$ cat config.mk
export PLATFORM = sky130hd
export DESIGN_NAME = rtp_header_parser_unit
export DESIGN_NICKNAME = d
export VERILOG_FILES = /design/src/hdl/rhp_pkg.sv /design/src/hdl/rhp_parse.sv /design/src/hdl/rhp_resp_queue.sv /design/src/hdl/rtp_header_parser_unit.sv
export VERILOG_INCLUDE_DIRS = /design/src /design/src/hdl
export SDC_FILE = /design/constraint.sdc
export NUM_CORES = 1
export LEC_CHECK = 0
export BUFFER_PORTS_ARGS = -buffer_cell sky130_fd_sc_hd__buf_2
export CAP_MARGIN = 20
export CORE_MARGIN = 2
export CORE_UTILIZATION = 34
export CTS_CLUSTER_DIAMETER = 40
export DETAILED_ROUTE_END_ITERATION = 6
export GPL_TIMING_DRIVEN = 0
export MAX_ROUTING_LAYER = met4
export RECOVER_POWER = 50
export SLEW_MARGIN = 20
export SYNTH_ARGS = -nofsm -noshare
export SYNTH_HDL_FRONTEND = slang
export SYNTH_SLANG_ARGS = --single-unit
$ cat constraint.sdc
create_clock -name clock -period 19.9 [get_ports clock]
set_input_delay 2.985 -clock clock [delete_from_list [all_inputs] [get_ports clock]]
set_output_delay 2.985 -clock clock [all_outputs]
set_load 0.05 [all_outputs]
$ cat src/hdl/rtp_header_parser_unit_macros.svh
// ----------------------------------------------------------------------------
// RTP header parser assertion macros
// Shared concurrent assertion forms for the parser blocks.
// ----------------------------------------------------------------------------
`ifndef RTP_HEADER_PARSER_UNIT_MACROS_SVH
`define RTP_HEADER_PARSER_UNIT_MACROS_SVH

`ifndef ASSERT_OFF

// same-cycle implication
`define RHP_ASSERT_IMPL(label, clk, rst, ante, cons) \
   label: assert property (@(posedge clk) disable iff (rst) (ante) |-> (cons)) \
      else $error("rtp header parser assertion failed");

// next-cycle implication
`define RHP_ASSERT_NEXT(label, clk, rst, ante, cons) \
   label: assert property (@(posedge clk) disable iff (rst) (ante) |=> (cons)) \
      else $error("rtp header parser assertion failed");

`else

`define RHP_ASSERT_IMPL(label, clk, rst, ante, cons)
`define RHP_ASSERT_NEXT(label, clk, rst, ante, cons)

`endif

`endif

$ cat src/hdl/rhp_pkg.sv
// ----------------------------------------------------------------------------
// RTP header parser package
// Request and response types, status codes and shared constants.
// ----------------------------------------------------------------------------
package rhp_pkg;

   localparam int MAX_PACKET_BYTES_DEF = 65535;
   localparam int POS_W                = 16;
   localparam int FIXED_HDR_BYTES      = 12;

   typedef enum logic [2:0] {
      STATUS_OK         = 3'd0,
      STATUS_SHORT      = 3'd1,
      STATUS_BAD_VER    = 3'd2,
      STATUS_SRC_MISS   = 3'd3,
      STATUS_NO_PAYLOAD = 3'd4
   } status_type;

   typedef enum logic {
      KIND_PAYLOAD    = 1'b0,
      KIND_DESCRIPTOR = 1'b1
   } kind_type;

   typedef struct packed {
      logic [7:0] data_byte;
      logic       last_byte;
   } req_type;

   typedef struct packed {
      logic        kind;
      logic [7:0]  payload_byte;
      logic [2:0]  status;
      logic [6:0]  payload_type;
      logic        marker;
      logic [3:0]  csrc_count;
      logic [15:0] sequence_res;
      logic [31:0] timestamp;
      logic [31:0] source_id;
   } rsp_type;

   typedef struct packed {
      logic push_payload;
      logic push_desc;
   } push_type;

endpackage

$ cat src/hdl/rhp_parse.sv
// ----------------------------------------------------------------------------
// RTP header parser step logic
// Holds packet state, captures header fields and builds the responses.
// ----------------------------------------------------------------------------
`include "rtp_header_parser_unit_macros.svh"

module rhp_parse import rhp_pkg::*; #(
   parameter int MAX_PACKET_BYTES = MAX_PACKET_BYTES_DEF
) (
   input  logic        clock,
   input  logic        reset,
   input  logic        csr_write_en,
   input  logic [31:0] csr_write_data,
   input  logic        accept,
   input  req_type     req,
   output push_type    push,
   output rsp_type     payload_rsp,
   output rsp_type     desc_rsp
);

   localparam logic [POS_W-1:0] MAX_POS = POS_W'(MAX_PACKET_BYTES);

   logic [31:0]      filter_ff;
   logic [POS_W-1:0] pos_ff,  pos_in;
   logic [7:0]       fhb_ff,  fhb_in;
   logic [7:0]       shb_ff,  shb_in;
   logic [15:0]      seq_ff,  seq_in;
   logic [31:0]      ts_ff,   ts_in;
   logic [31:0]      src_ff,  src_in;

   logic [7:0]       fhb_n, shb_n;
   logic [15:0]      seq_n;
   logic [31:0]      ts_n, src_n;
   logic [POS_W-1:0] count;
   logic [6:0]       hdr;
   logic             ver_ok, src_ok, fwd;
   status_type       status;

   always_comb begin
      fhb_n = fhb_ff;
      shb_n = shb_ff;
      seq_n = seq_ff;
      ts_n  = ts_ff;
      src_n = src_ff;
      if (pos_ff == POS_W'(0)) begin
         fhb_n = req.data_byte;
      end else if (pos_ff == POS_W'(1)) begin
         shb_n = req.data_byte;
      end else if (pos_ff < POS_W'(4)) begin
         seq_n = {seq_ff[7:0], req.data_byte};
      end else if (pos_ff < POS_W'(8)) begin
         ts_n = {ts_ff[23:0], req.data_byte};
      end else if (pos_ff < POS_W'(FIXED_HDR_BYTES)) begin
         src_n = {src_ff[23:0], req.data_byte};
      end

      count  = (pos_ff < MAX_POS) ? pos_ff + POS_W'(1) : MAX_POS;
      hdr    = 7'(FIXED_HDR_BYTES) + {1'b0, fhb_n[3:0], 2'b00};
      ver_ok = (fhb_n[7:6] == 2'b10);
      src_ok = (filter_ff == 32'd0) || (src_n == filter_ff);
      fwd    = (pos_ff >= POS_W'(FIXED_HDR_BYTES)) && (pos_ff >= POS_W'(hdr))
               && ver_ok && src_ok;

      priority if (count < POS_W'(FIXED_HDR_BYTES)) begin
         status = STATUS_SHORT;
      end else if (!ver_ok) begin
         status = STATUS_BAD_VER;
      end else if (!src_ok) begin
         status = STATUS_SRC_MISS;
      end else if (count <= POS_W'(hdr)) begin
         status = STATUS_NO_PAYLOAD;
      end else begin
         status = STATUS_OK;
      end

      payload_rsp              = '0;
      payload_rsp.kind         = KIND_PAYLOAD;
      payload_rsp.payload_byte = req.data_byte;

      desc_rsp        = '0;
      desc_rsp.kind   = KIND_DESCRIPTOR;
      desc_rsp.status = status;
      if (status != STATUS_SHORT) begin
         desc_rsp.payload_type = shb_n[6:0];
         desc_rsp.marker       = shb_n[7];
         desc_rsp.csrc_count   = fhb_n[3:0];
         desc_rsp.sequence_res = seq_n;
         desc_rsp.timestamp    = ts_n;
         desc_rsp.source_id    = src_n;
      end

      push.push_payload = accept && fwd;
      push.push_desc    = accept && req.last_byte;

      pos_in = pos_ff;
      fhb_in = fhb_ff;
      shb_in = shb_ff;
      seq_in = seq_ff;
      ts_in  = ts_ff;
      src_in = src_ff;
      if (accept) begin
         if (req.last_byte) begin
            pos_in = '0;
            fhb_in = '0;
            shb_in = '0;
            seq_in = '0;
            ts_in  = '0;
            src_in = '0;
         end else begin
            pos_in = count;
            fhb_in = fhb_n;
            shb_in = shb_n;
            seq_in = seq_n;
            ts_in  = ts_n;
            src_in = src_n;
         end
      end
   end

   always_ff @(posedge clock) begin
      if (reset) begin
         filter_ff <= '0;
         pos_ff    <= '0;
         fhb_ff    <= '0;
         shb_ff    <= '0;
         seq_ff    <= '0;
         ts_ff     <= '0;
         src_ff    <= '0;
      end else begin
         if (csr_write_en) begin
            filter_ff <= csr_write_data;
         end
         pos_ff <= pos_in;
         fhb_ff <= fhb_in;
         shb_ff <= shb_in;
         seq_ff <= seq_in;
         ts_ff  <= ts_in;
         src_ff <= src_in;
      end
   end

   `RHP_ASSERT_NEXT(a_clear_on_last, clock, reset, accept && req.last_byte, pos_ff == '0)
   `RHP_ASSERT_IMPL(a_no_fwd_in_hdr, clock, reset, push.push_payload, pos_ff >= POS_W'(FIXED_HDR_BYTES))

endmodule

$ cat src/hdl/rhp_resp_queue.sv
// ----------------------------------------------------------------------------
// RTP header parser response queue
// Two-entry response buffer; takes up to two responses per request.
// ----------------------------------------------------------------------------
`include "rtp_header_parser_unit_macros.svh"

module rhp_resp_queue import rhp_pkg::*; (
   input  logic     clock,
   input  logic     reset,
   input  push_type push,
   input  rsp_type  payload_rsp,
   input  rsp_type  desc_rsp,
   input  logic     rsp_ready,
   output logic     rsp_valid,
   output rsp_type  rsp_data,
   output logic     req_ready
);

   logic [1:0] count_ff, count_in;
   rsp_type    slot0_ff, slot0_in;
   rsp_type    slot1_ff, slot1_in;
   logic       pop;
   logic [1:0] cnt_pop, npush;
   rsp_type    first_push;

   always_comb begin
      pop        = rsp_valid && rsp_ready;
      cnt_pop    = count_ff - {1'b0, pop};
      npush      = {1'b0, push.push_payload} + {1'b0, push.push_desc};
      first_push = push.push_payload ? payload_rsp : desc_rsp;

      slot0_in = slot0_ff;
      slot1_in = slot1_ff;
      unique case (cnt_pop)
         2'd0: begin
            slot0_in = first_push;
            slot1_in = desc_rsp;
         end
         2'd1: begin
            slot0_in = pop ? slot1_ff : slot0_ff;
            slot1_in = first_push;
         end
         default: begin
            slot0_in = slot0_ff;
            slot1_in = slot1_ff;
         end
      endcase
      count_in = cnt_pop + npush;
   end

   assign rsp_valid = (count_ff != 2'd0);
   assign rsp_data  = slot0_ff;
   assign req_ready = (count_ff == 2'd0) || ((count_ff == 2'd1) && rsp_ready);

   always_ff @(posedge clock) begin
      slot0_ff <= slot0_in;
      slot1_ff <= slot1_in;
      if (reset) begin
         count_ff <= '0;
      end else begin
         count_ff <= count_in;
      end
   end

   `RHP_ASSERT_IMPL(a_count_bound, clock, reset, 1'b1, count_ff <= 2'd2)
   `RHP_ASSERT_IMPL(a_no_push_full, clock, reset, push.push_payload || push.push_desc, cnt_pop == 2'd0 || npush == 2'd1)

endmodule

$ cat src/hdl/rtp_header_parser_unit.sv
// ----------------------------------------------------------------------------
// RTP header parser unit
// Takes one packet byte per request and returns payload bytes and an
// end-of-packet descriptor with the fixed RTP header fields and a status.
// ----------------------------------------------------------------------------
// Throughput is one request per cycle while responses are taken at once. A
// request that yields both a payload byte and the descriptor (the final byte
// of a packet with accepted payload) fills both entries of the two-entry
// response queue, so the next request waits while the second one drains.
// The first response of a request appears in the cycle after its request.
// The source filter is read at every byte; write it only between packets.
// ----------------------------------------------------------------------------
module rtp_header_parser_unit import rhp_pkg::*; #(
   parameter int MAX_PACKET_BYTES = MAX_PACKET_BYTES_DEF
) (
   input  logic        clock,
   input  logic        reset,
   input  logic        req_valid,
   output logic        req_ready,
   input  req_type     req_data,
   output logic        rsp_valid,
   input  logic        rsp_ready,
   output rsp_type     rsp_data,
   input  logic        csr_write_en,
   input  logic [31:0] csr_write_data
);

   logic     accept;
   push_type push;
   rsp_type  payload_rsp;
   rsp_type  desc_rsp;

   assign accept = req_valid && req_ready;

   rhp_parse #(
      .MAX_PACKET_BYTES(MAX_PACKET_BYTES)
   ) u_parse (
      .clock         (clock),
      .reset         (reset),
      .csr_write_en  (csr_write_en),
      .csr_write_data(csr_write_data),
      .accept        (accept),
      .req           (req_data),
      .push          (push),
      .payload_rsp   (payload_rsp),
      .desc_rsp      (desc_rsp)
   );

   rhp_resp_queue u_queue (
      .clock      (clock),
      .reset      (reset),
      .push       (push),
      .payload_rsp(payload_rsp),
      .desc_rsp   (desc_rsp),
      .rsp_ready  (rsp_ready),
      .rsp_valid  (rsp_valid),
      .rsp_data   (rsp_data),
      .req_ready  (req_ready)
   );

endmodule
# --- After elaboration in Yosys (flattened, before gate mapping) ---
# Index checks and enable logic that the tools add are counted.
classes:
  n_mux: 31
  n_eq_ne: 7
  order_cmp: 8
  reduce_logical: 17
  addsub: 5
  div_mod_pow: 0
  mul: 0
  n_bitwise: 0
  n_shift: 0
op_table:
  columns: ["op", "count"]
  rows:
  - ["104-bit case mux with 2 select lines", 2]
  - ["32-bit 2-to-1 mux", 11]
  - ["104-bit 2-to-1 mux", 2]
  - ["16-bit 2-to-1 mux", 6]
  - ["92-bit 2-to-1 mux", 1]
  - ["16-bit by 4-bit less-than comparator with 1-bit output, second input constant", 3]
  - ["8-bit 2-to-1 mux", 5]
  - ["32-bit == test", 1]
  - ["32-bit logical NOT", 1]
  - ["16-bit by 1-bit adder with 16-bit output, second input constant", 1]
  - ["16-bit by 1-bit == test with 1-bit output, second input constant", 1]
  - ["16-bit by 4-bit greater-or-equal comparator with 1-bit output, second input constant", 1]
  - ["16-bit by 7-bit greater-or-equal comparator with 1-bit output", 1]
  - ["16-bit by 7-bit <= comparator with 1-bit output", 1]
  - ["16-bit logical NOT", 1]
  - ["16-bit less-than comparator, second input constant", 1]
  - ["16-bit by 3-bit less-than comparator with 1-bit output, second input constant", 1]
  - ["3-bit 2-to-1 mux", 4]
  - ["1-bit logical AND", 8]
  - ["4-bit by 6-bit adder with 7-bit output, first input constant", 1]
  - ["2-bit by 1-bit == test with 1-bit output, second input constant", 2]
  - ["2-bit logical NOT", 2]
  - ["2-bit nonzero test", 2]
  - ["3-bit by 1-bit inequality test with 1-bit output, second input constant", 1]
  - ["7 further kinds", 8]
totals:
  out_inout_bits: 106
  ramBits: 0
  latchBits: 0
  rom_bits: 0
  ff_bits: 352
  n_memories: 0
  word_cells: 94

# --- Depth between registers and ports, before layout ---
# Gate-level depths: netlist (run 1).
depth:
  ltp_word: 15
  ltp_mapped: 21
  ltp_nobuf: 18

# --- Cells and area by module ---
# From an unflattened synthesis (run 1), not the netlist that was laid out.
hier_totals:
  hier_cells: 1908
  hier_area_um2: 19307.3
modules_own_cells:
  columns: ["mod", "seq_area_each_um2", "cells_per_inst", "area_each_um2", "instances"]
  rows:
  - ["rhp_resp_queue", 6286.0, 705, 10203.5, 1]
  - ["rhp_parse", 2842.7, 1202, 9097.5, 1]
  - ["rtp_header_parser_unit", 0.0, 1, 6.3, 1]

# --- Worst setup path before layout (run 1) ---
# No wires, ideal clock.
synth_timing:
  kind: "in2reg"
  start: "in rsp_ready"
  end: "reg u_queue.slot0_ff (netlist bit u_queue.rsp_data[0]), enable pin"
  stages: 4
  required_ps: 19330
  setup_ps: 570
  t_arrival_ps: 7845
  slack_ps: 11484
  cell_sequence: "and2_1 > ha_1 > xor2_1 > nor2_1"
synth_between:
  elab_chain_cells: 5
synth_lines:
  columns: ["element", "line_no", "source"]
  rows:
  - ["start, declared", "rtp_header_parser_unit.sv:22", "input logic rsp_ready,"]
  - ["1-bit logical AND *", "rhp_resp_queue.sv:27", "pop = rsp_valid && rsp_ready;"]
  - ["2-bit by 1-bit subtractor with 2-bit output", "rhp_resp_queue.sv:28", "cnt_pop = count_ff - {1'b0, pop};"]
  - ["2-bit by 1-bit == test with 1-bit output or 2-bit logical NOT (tied branches)", "rhp_resp_queue.sv:34", "unique case (cnt_pop)"]
  - ["2-bit by 1-bit inequality test with 1-bit output (no source line) or 2-bit nonzero test (tied branches)", null, null]
  - ["2-bit AND reduction (no source line) *", null, null]
  - ["end signal, assigned", "rhp_resp_queue.sv:56", "slot0_ff <= slot0_in;"]
  - ["end, declared", "rhp_resp_queue.sv:20", "rsp_type slot0_ff, slot0_in;"]
# Every way passes the cells marked *; elsewhere a longest branch is shown, timed or not.
# A chain may end at the register's enable or synchronous reset.

==> results of run 1 <==
## registers in the layout, summed over array words and instances (netlist names)
name               flops
u_parse.fhb_ff         6
u_parse.filter_ff     32
u_parse.pos_ff        16
u_parse.seq_ff        16
u_parse.shb_ff         8
u_parse.src_ff        32
u_parse.ts_ff         32
u_queue.count_ff       2
u_queue.rsp_data     104
u_queue.slot1_ff     104
## synth_stat cells (20+ instances only)
cell type	n	area, um2
nand2_1	445	1670
edfxtp_1	208	6250
nand3_1	204	1020
nor2_1	172	646
dfxtp_1	144	2880
clkbuf_1	132	495
a21oi_1	113	566
a22oi_1	98	736
o211ai_1	93	698
xnor2_1	45	394
mux2i_1	39	390
o21ai_0	37	185
inv_1	31	116
buf_2	25	125
nand4_1	23	144
nor3_1	21	105
nor4_1	20	125
## tightest hold or removal path: cells and delay by family, from the launching register on
family	cells	cell delay, ps
flops	1	330
simple gates	1	70
compound gates	1	60
## how the worst max path moves through the flow
stage                                                 to         from  slack [ps]  depth (start not counted)
after CTS                                      req_ready    rsp_ready       13220                          4
final                      u_queue.rsp_data[9]$_DFFE_PP_    rsp_ready       11910                         10
after global placement    u_queue.rsp_data[16]$_DFFE_PP_    rsp_ready        9040                          5
after detailed placement  u_queue.slot1_ff[27]$_DFFE_PP_  req_data[4]       13050                         14
after global routing       u_queue.rsp_data[9]$_DFFE_PP_    rsp_ready       11580                         10
after floorplan            u_queue.rsp_data[0]$_DFFE_PP_    rsp_ready       11480                          4
## cells by family after synthesis
family | after synthesis | synth area share (%)
flops | 352 | 51.1
compound gates | 394 | 14.5
buf+inv | 221 | 5.37
fa+ha+maj | 16 | 1.16
mux | 40 | 2.25
xor+xnor | 55 | 2.70
simple gates | 932 | 22.9
## through the flow
stage	utilization, %	power [mW]	setup slack (ps)	hold WS (ps)
after global routing	40.9	3.15	11580	525
after floorplan	-	1.79	11480	457
final	40.9	3.03	11910	498
after CTS	41.3	3.10	13220	499
after detailed placement	37.5	2.09	13050	486
after global placement	37.3	2.08	9040	474
## layout make-up
type,count,area share (%)
inverters,31,0.551
repair buffers,154,3.02
well taps,688,4.03
plain buffers,190,3.95
flip-flops and latches,352,42.8
multi-input cells,1437,36.4
clock inverters,43,2.06
clock buffers,66,7.18
## metal layers
layer | part of all wire (%) | routed length (um)
met5 | 0 | 0
met4 | 2.8 | 1670
met3 | 7.4 | 4350
met2 | 46 | 27200
met1 | 44 | 25600
## where the power goes
group	switching [mW]	total [mW]	internal [mW]
Sequential	0.0585	1.12	1.06
Clock	0.391	1.01	0.618
Combinational	0.776	0.904	0.128
Total	1.23	3.03	1.80
==> flow_metrics.py, run 1 <==
metrics = {
    "worst_setup_path": {
        "cp_common_cell": "clkbuf_1",
        "r2r_end": "u_queue.rsp_data[9]$_DFFE_PP_",
        "critical-path-top-delay-family": "buffers and inverters",
        "critPathBufInv": 4,
        "cp_slowest_stage_delay_ps": 1770,
        "cp.arrival_ps": 8350,
        "cp.required_ps": 20260,
        "rr_worst_depth": 10,
        "cp_max_fo": 47,
        "critPathLaunchType": "primary input",
        "crit_chain": "buf_2 > and2_0 > ha_1 > xor2_1 > clkinvlp_2 > nand2_1 > clkbuf_1 > clkbuf_1 > nand3_1 > o211ai_1",
        "end_kind": "register",
        "reg2reg_setup_slack_ps": 13730,
        "cp_slowest_cell": "clkinvlp_2",
        "timing.rr.start": "u_queue.count_ff[1]$_SDFF_PP0_",
        "worst-setup-path-type": "primary input to register",
    },
    "synthesis": {
        "ys_ff_latch": 352,
        "ys_seq_area_share_pct": 51.1,
        "synth.distinct_cells": 62,
        "async_flop_share_pct": 0,
        "synthesis.area_um2": 17900,
        "netlist_instances": 2010,
        "syn_nets": 2072,
        "avgSynthCellArea_um2": 8.89,
        "synth_edf_count": 208,
        "synthFlopType": "edfxtp_1",
        "yosysWarnings": 0,
    },
    "sta": {
        "fmax_ghz": 0.125,
        "fin_crit_sh_pct": 40.2,
        "slew_headroom_pct": -136,
        "tightest_slew_ps": 3530,
        "finalSetupViolCount": 0,
        "finalHoldViolCount": 0,
        "fin_crit_ps": 7990,
        "skew_ps": 22.5,
        "rsz0062_at_grt": "false",
        "fin_setup_tns_ps": 0,
        "drv_slew": 168,
    },
    "clock_tree": {
        "cts_made_buffers": 58,
        "cts_tree": "done",
        "cts-htree-levels": 2,
        "hold_buffers": 0,
        "cts-root-buf": "clkbuf_16",
        "cts_resized": 0,
        "cts_buffer_depth": 3,
        "clock_sinks": 352,
        "clk_latency_ps": 620,
        "postCtsSetupRepairBufs": 0,
        "clkTransAtPathRegs_ps": 60,
    },
    "layout": {
        "nets": 2286,
        "finalInstanceArea_um2": 21300,
        "multi_input_area_um2": 7780,
        "n_antenna_cell": 0,
        "final_layout_size_suffix_gt1_share_pct": 9.19,
        "mostFrequentLayoutCells": "nand2_1 (445), clkbuf_1 (250), edfxtp_1 (208), nand3_1 (204), nor2_1 (171)",
        "regArea_um2": 9130,
        "fillers": 5204,
        "area_growth_pct": 19.5,
        "final_common_cell": "nand2_1",
        "fin_cells": 2961,
    },
    "power": {
        "cellLeakagePower_nw": 7.63,
        "ir_drop_uv": 66.2,
        "p_per_area_nw_per_um2": 142,
    },
    "global_route": {
        "busiest_layer": "met2",
        "grt_use_total_pct": 22.0,
        "grt_pass1_wl_mm": 90.0,
        "grtUsageMet1_pct": 29.5,
        "met2_usage_pct": 34.1,
        "grt_max_degree": 60,
        "grt_pass1_vias": 15300,
        "antenna_found_initial": 0,
        "gr-usage-met3_pct": 3.22,
        "overflow": 0,
    },
    "run_status": {
        "status": "finished, violations left",
        "failed_checks": "max-capacitance violations, max-slew violations",
    },
    "floorplanning": {
        "rows": 84,
        "start_util_pct": 34.2,
        "fp.coreArea_um2": 52200,
        "io_pins": 152,
        "die_w_um": 233,
        "die_y_um": 233,
        "dieArea_um2": 54400,
    },
    "run": {
        "cap_violations": 4,
    },
    "worst_hold_path": {
        "min_path_cells": 2,
        "worstHoldEndpoint": "u_parse.shb_ff[7]$_SDFFE_PP0P_",
        "worstHoldStart": "u_parse.shb_ff[7]$_SDFFE_PP0P_",
        "holdCritPathClass": "register to register",
    },
    "detailed_routing": {
        "viasPerCell": 5.51,
        "drt_iter0_markers": 1627,
        "ant_nets": 0,
        "finalWirelength_mm": 58.9,
        "drc_errors": 0,
        "vias": 16300,
        "wl_per_cell_um": 19.9,
        "dr.pass1.iters": 6,
    },
    "place": {
        "dp_hpwl_mm": 41.9,
        "io_buffers": 148,
        "place_area_um2": 19600,
        "place_congestion": 0.940,
        "dp_cells": 2852,
    },
}
(Power assumes the default switching activity.)
==> run 2: changes to the inputs <==
==> constraint.sdc (replaced) <==
create_clock -name clock -period 7.96 [get_ports clock]
set_input_delay 1.194 -clock clock [delete_from_list [all_inputs] [get_ports clock]]
set_output_delay 1.194 -clock clock [all_outputs]
set_load 0.05 [all_outputs]
==> flow_metrics.py, run 2 (same netlist as run 1, synthesis figures left out) <==
metrics = {
    "worst_hold_path": {
        "holdCritPathClass": "register to register",
        "worstHoldStart": "u_parse.shb_ff[7]$_SDFFE_PP0P_",
        "min_path_cells": 2,
        "worstHoldEndpoint": "u_parse.shb_ff[7]$_SDFFE_PP0P_",
    },
    "clock_tree": {
        "postCtsSetupRepairBufs": 0,
        "cts_tree": "done",
        "clock_sinks": 352,
        "cts-htree-levels": 2,
        "cts_resized": 0,
        "clk_latency_ps": 620,
        "cts-root-buf": "clkbuf_16",
        "clkTransAtPathRegs_ps": 60,
        "hold_buffers": 0,
        "cts_buffer_depth": 3,
        "cts_made_buffers": 58,
    },
    "worst_setup_path": {
        "cp.required_ps": 8320,
        "worst-setup-path-type": "primary input to register",
        "end_kind": "register",
        "cp_max_fo": 47,
        "critPathLaunchType": "primary input",
        "timing.rr.start": "u_queue.count_ff[1]$_SDFF_PP0_",
        "rr_worst_depth": 10,
        "reg2reg_setup_slack_ps": 1830,
        "r2r_end": "u_queue.rsp_data[9]$_DFFE_PP_",
        "cp.arrival_ps": 6520,
    },
    "power": {
        "ir_drop_uv": 166,
        "p_per_area_nw_per_um2": 355,
        "cellLeakagePower_nw": 7.63,
    },
    "layout": {
        "regArea_um2": 9130,
        "fillers": 5204,
        "multi_input_area_um2": 7780,
        "nets": 2286,
        "n_antenna_cell": 0,
        "area_growth_pct": 19.5,
        "final_common_cell": "nand2_1",
        "finalInstanceArea_um2": 21300,
        "final_layout_size_suffix_gt1_share_pct": 9.19,
        "mostFrequentLayoutCells": "nand2_1 (445), clkbuf_1 (249), edfxtp_1 (208), nand3_1 (204), nor2_1 (171)",
    },
    "global_route": {
        "grt_pass1_vias": 15300,
        "grt_max_degree": 60,
        "grt_use_total_pct": 22.0,
        "grt_pass1_wl_mm": 90.0,
        "overflow": 0,
        "antenna_found_initial": 0,
    },
    "sta": {
        "rsz0062_at_grt": "false",
        "finalHoldViolCount": 0,
        "fmax_ghz": 0.162,
        "finalSetupViolCount": 0,
        "tightest_slew_ps": 3520,
        "fin_crit_ps": 6170,
        "slew_headroom_pct": -135,
        "fin_crit_sh_pct": 77.5,
        "fin_ws_ps": 1790,
        "drv_slew": 168,
        "skew_ps": 22.0,
    },
    "detailed_routing": {
        "finalWirelength_mm": 58.9,
        "met2_length_mm": 27.2,
        "wl_met1_mm": 25.7,
        "ant_nets": 0,
        "drc_errors": 0,
        "drt_iter0_markers": 1627,
        "viasPerCell": 5.52,
        "wl_met3_mm": 4.29,
        "wl_per_cell_um": 19.9,
        "highest_layer": "met4",
        "vias": 16300,
        "dr.pass1.iters": 6,
    },
    "floorplanning": {
        "dieArea_um2": 54400,
        "die_w_um": 233,
        "io_pins": 152,
        "rows": 84,
        "fp.coreArea_um2": 52200,
        "die_y_um": 233,
        "start_util_pct": 34.2,
    },
    "place": {
        "place_congestion": 0.940,
        "place_area_um2": 19600,
        "io_buffers": 148,
        "dp_hpwl_mm": 41.9,
        "place_ws_ps": 2620,
    },
    "run_status": {
        "failed_checks": "max-capacitance violations, max-slew violations",
        "status": "finished, violations left",
    },
    "run": {
        "cap_violations": 4,
    },
}
==> run 2: cell count changes in the layout (fill, tap and decap cells not counted), sizes merged <==
| cell | change |
|---|---|
| buf | +1 |
| clkbuf | -1 |
==> run 2: area by class of cell <==
class	instances	area share (%)
inverters	31	0.551
clock inverters	43	2.06
multi-input cells	1437	36.4
flip-flops and latches	352	42.8
repair buffers	154	3.02
clock buffers	66	7.18
well taps	688	4.03
plain buffers	190	3.95
==> run 2: power breakdown <==
group          leakage (nW)  switching, mW  internal, mW
Clock                 0.963          0.977          1.54
Combinational          3.23           1.94         0.320
Sequential             3.43          0.146          2.65
Total                  7.63           3.06          4.51
==> run 2: per-stage QoR <==
step	setup TNS (ps)	utilization [%]	hold slack, ps	power, mW	std cells
after global placement	-112660	37.3	474	5.11	2846
after global routing	0	40.9	525	7.88	2961
after CTS	0	41.3	499	7.75	2961
after detailed placement	0	37.5	486	5.22	2852
after floorplan	0	-	457	4.47	2010
final	0	40.9	498	7.57	2961
==> run 2: worst max-delay path by stage <==
stage                                     from                        endpoint
6_report                             rsp_ready   u_queue.rsp_data[9]$_DFFE_PP_
5_1_grt         u_queue.count_ff[1]$_SDFF_PP0_   u_queue.rsp_data[9]$_DFFE_PP_
4_1_cts        u_parse.pos_ff[13]$_SDFFE_PP0P_  u_queue.slot1_ff[27]$_DFFE_PP_
3_5_place_dp   u_parse.pos_ff[13]$_SDFFE_PP0P_  u_queue.slot1_ff[27]$_DFFE_PP_
3_3_place_gp                         rsp_ready  u_queue.rsp_data[16]$_DFFE_PP_
2_1_floorplan                        rsp_ready   u_queue.rsp_data[0]$_DFFE_PP_
==> run 2: worst max-delay path, stage by stage <==
cell        delay, ps
buf_2             100
and2_0            150
ha_1              190
xor2_1            360
clkinvlp_2       1750
nand2_1           940
clkbuf_1          870
clkbuf_1          560
nand3_1           160
o211ai_1          240
==> run 2: metal layers <==
layer / vias up / track usage (%)
met5: - / -
met4: 0 / 7.11
met3: 121 / 3.22
met2: 716 / 34.1
met1: 7875 / 29.5
li1: 7621 / -
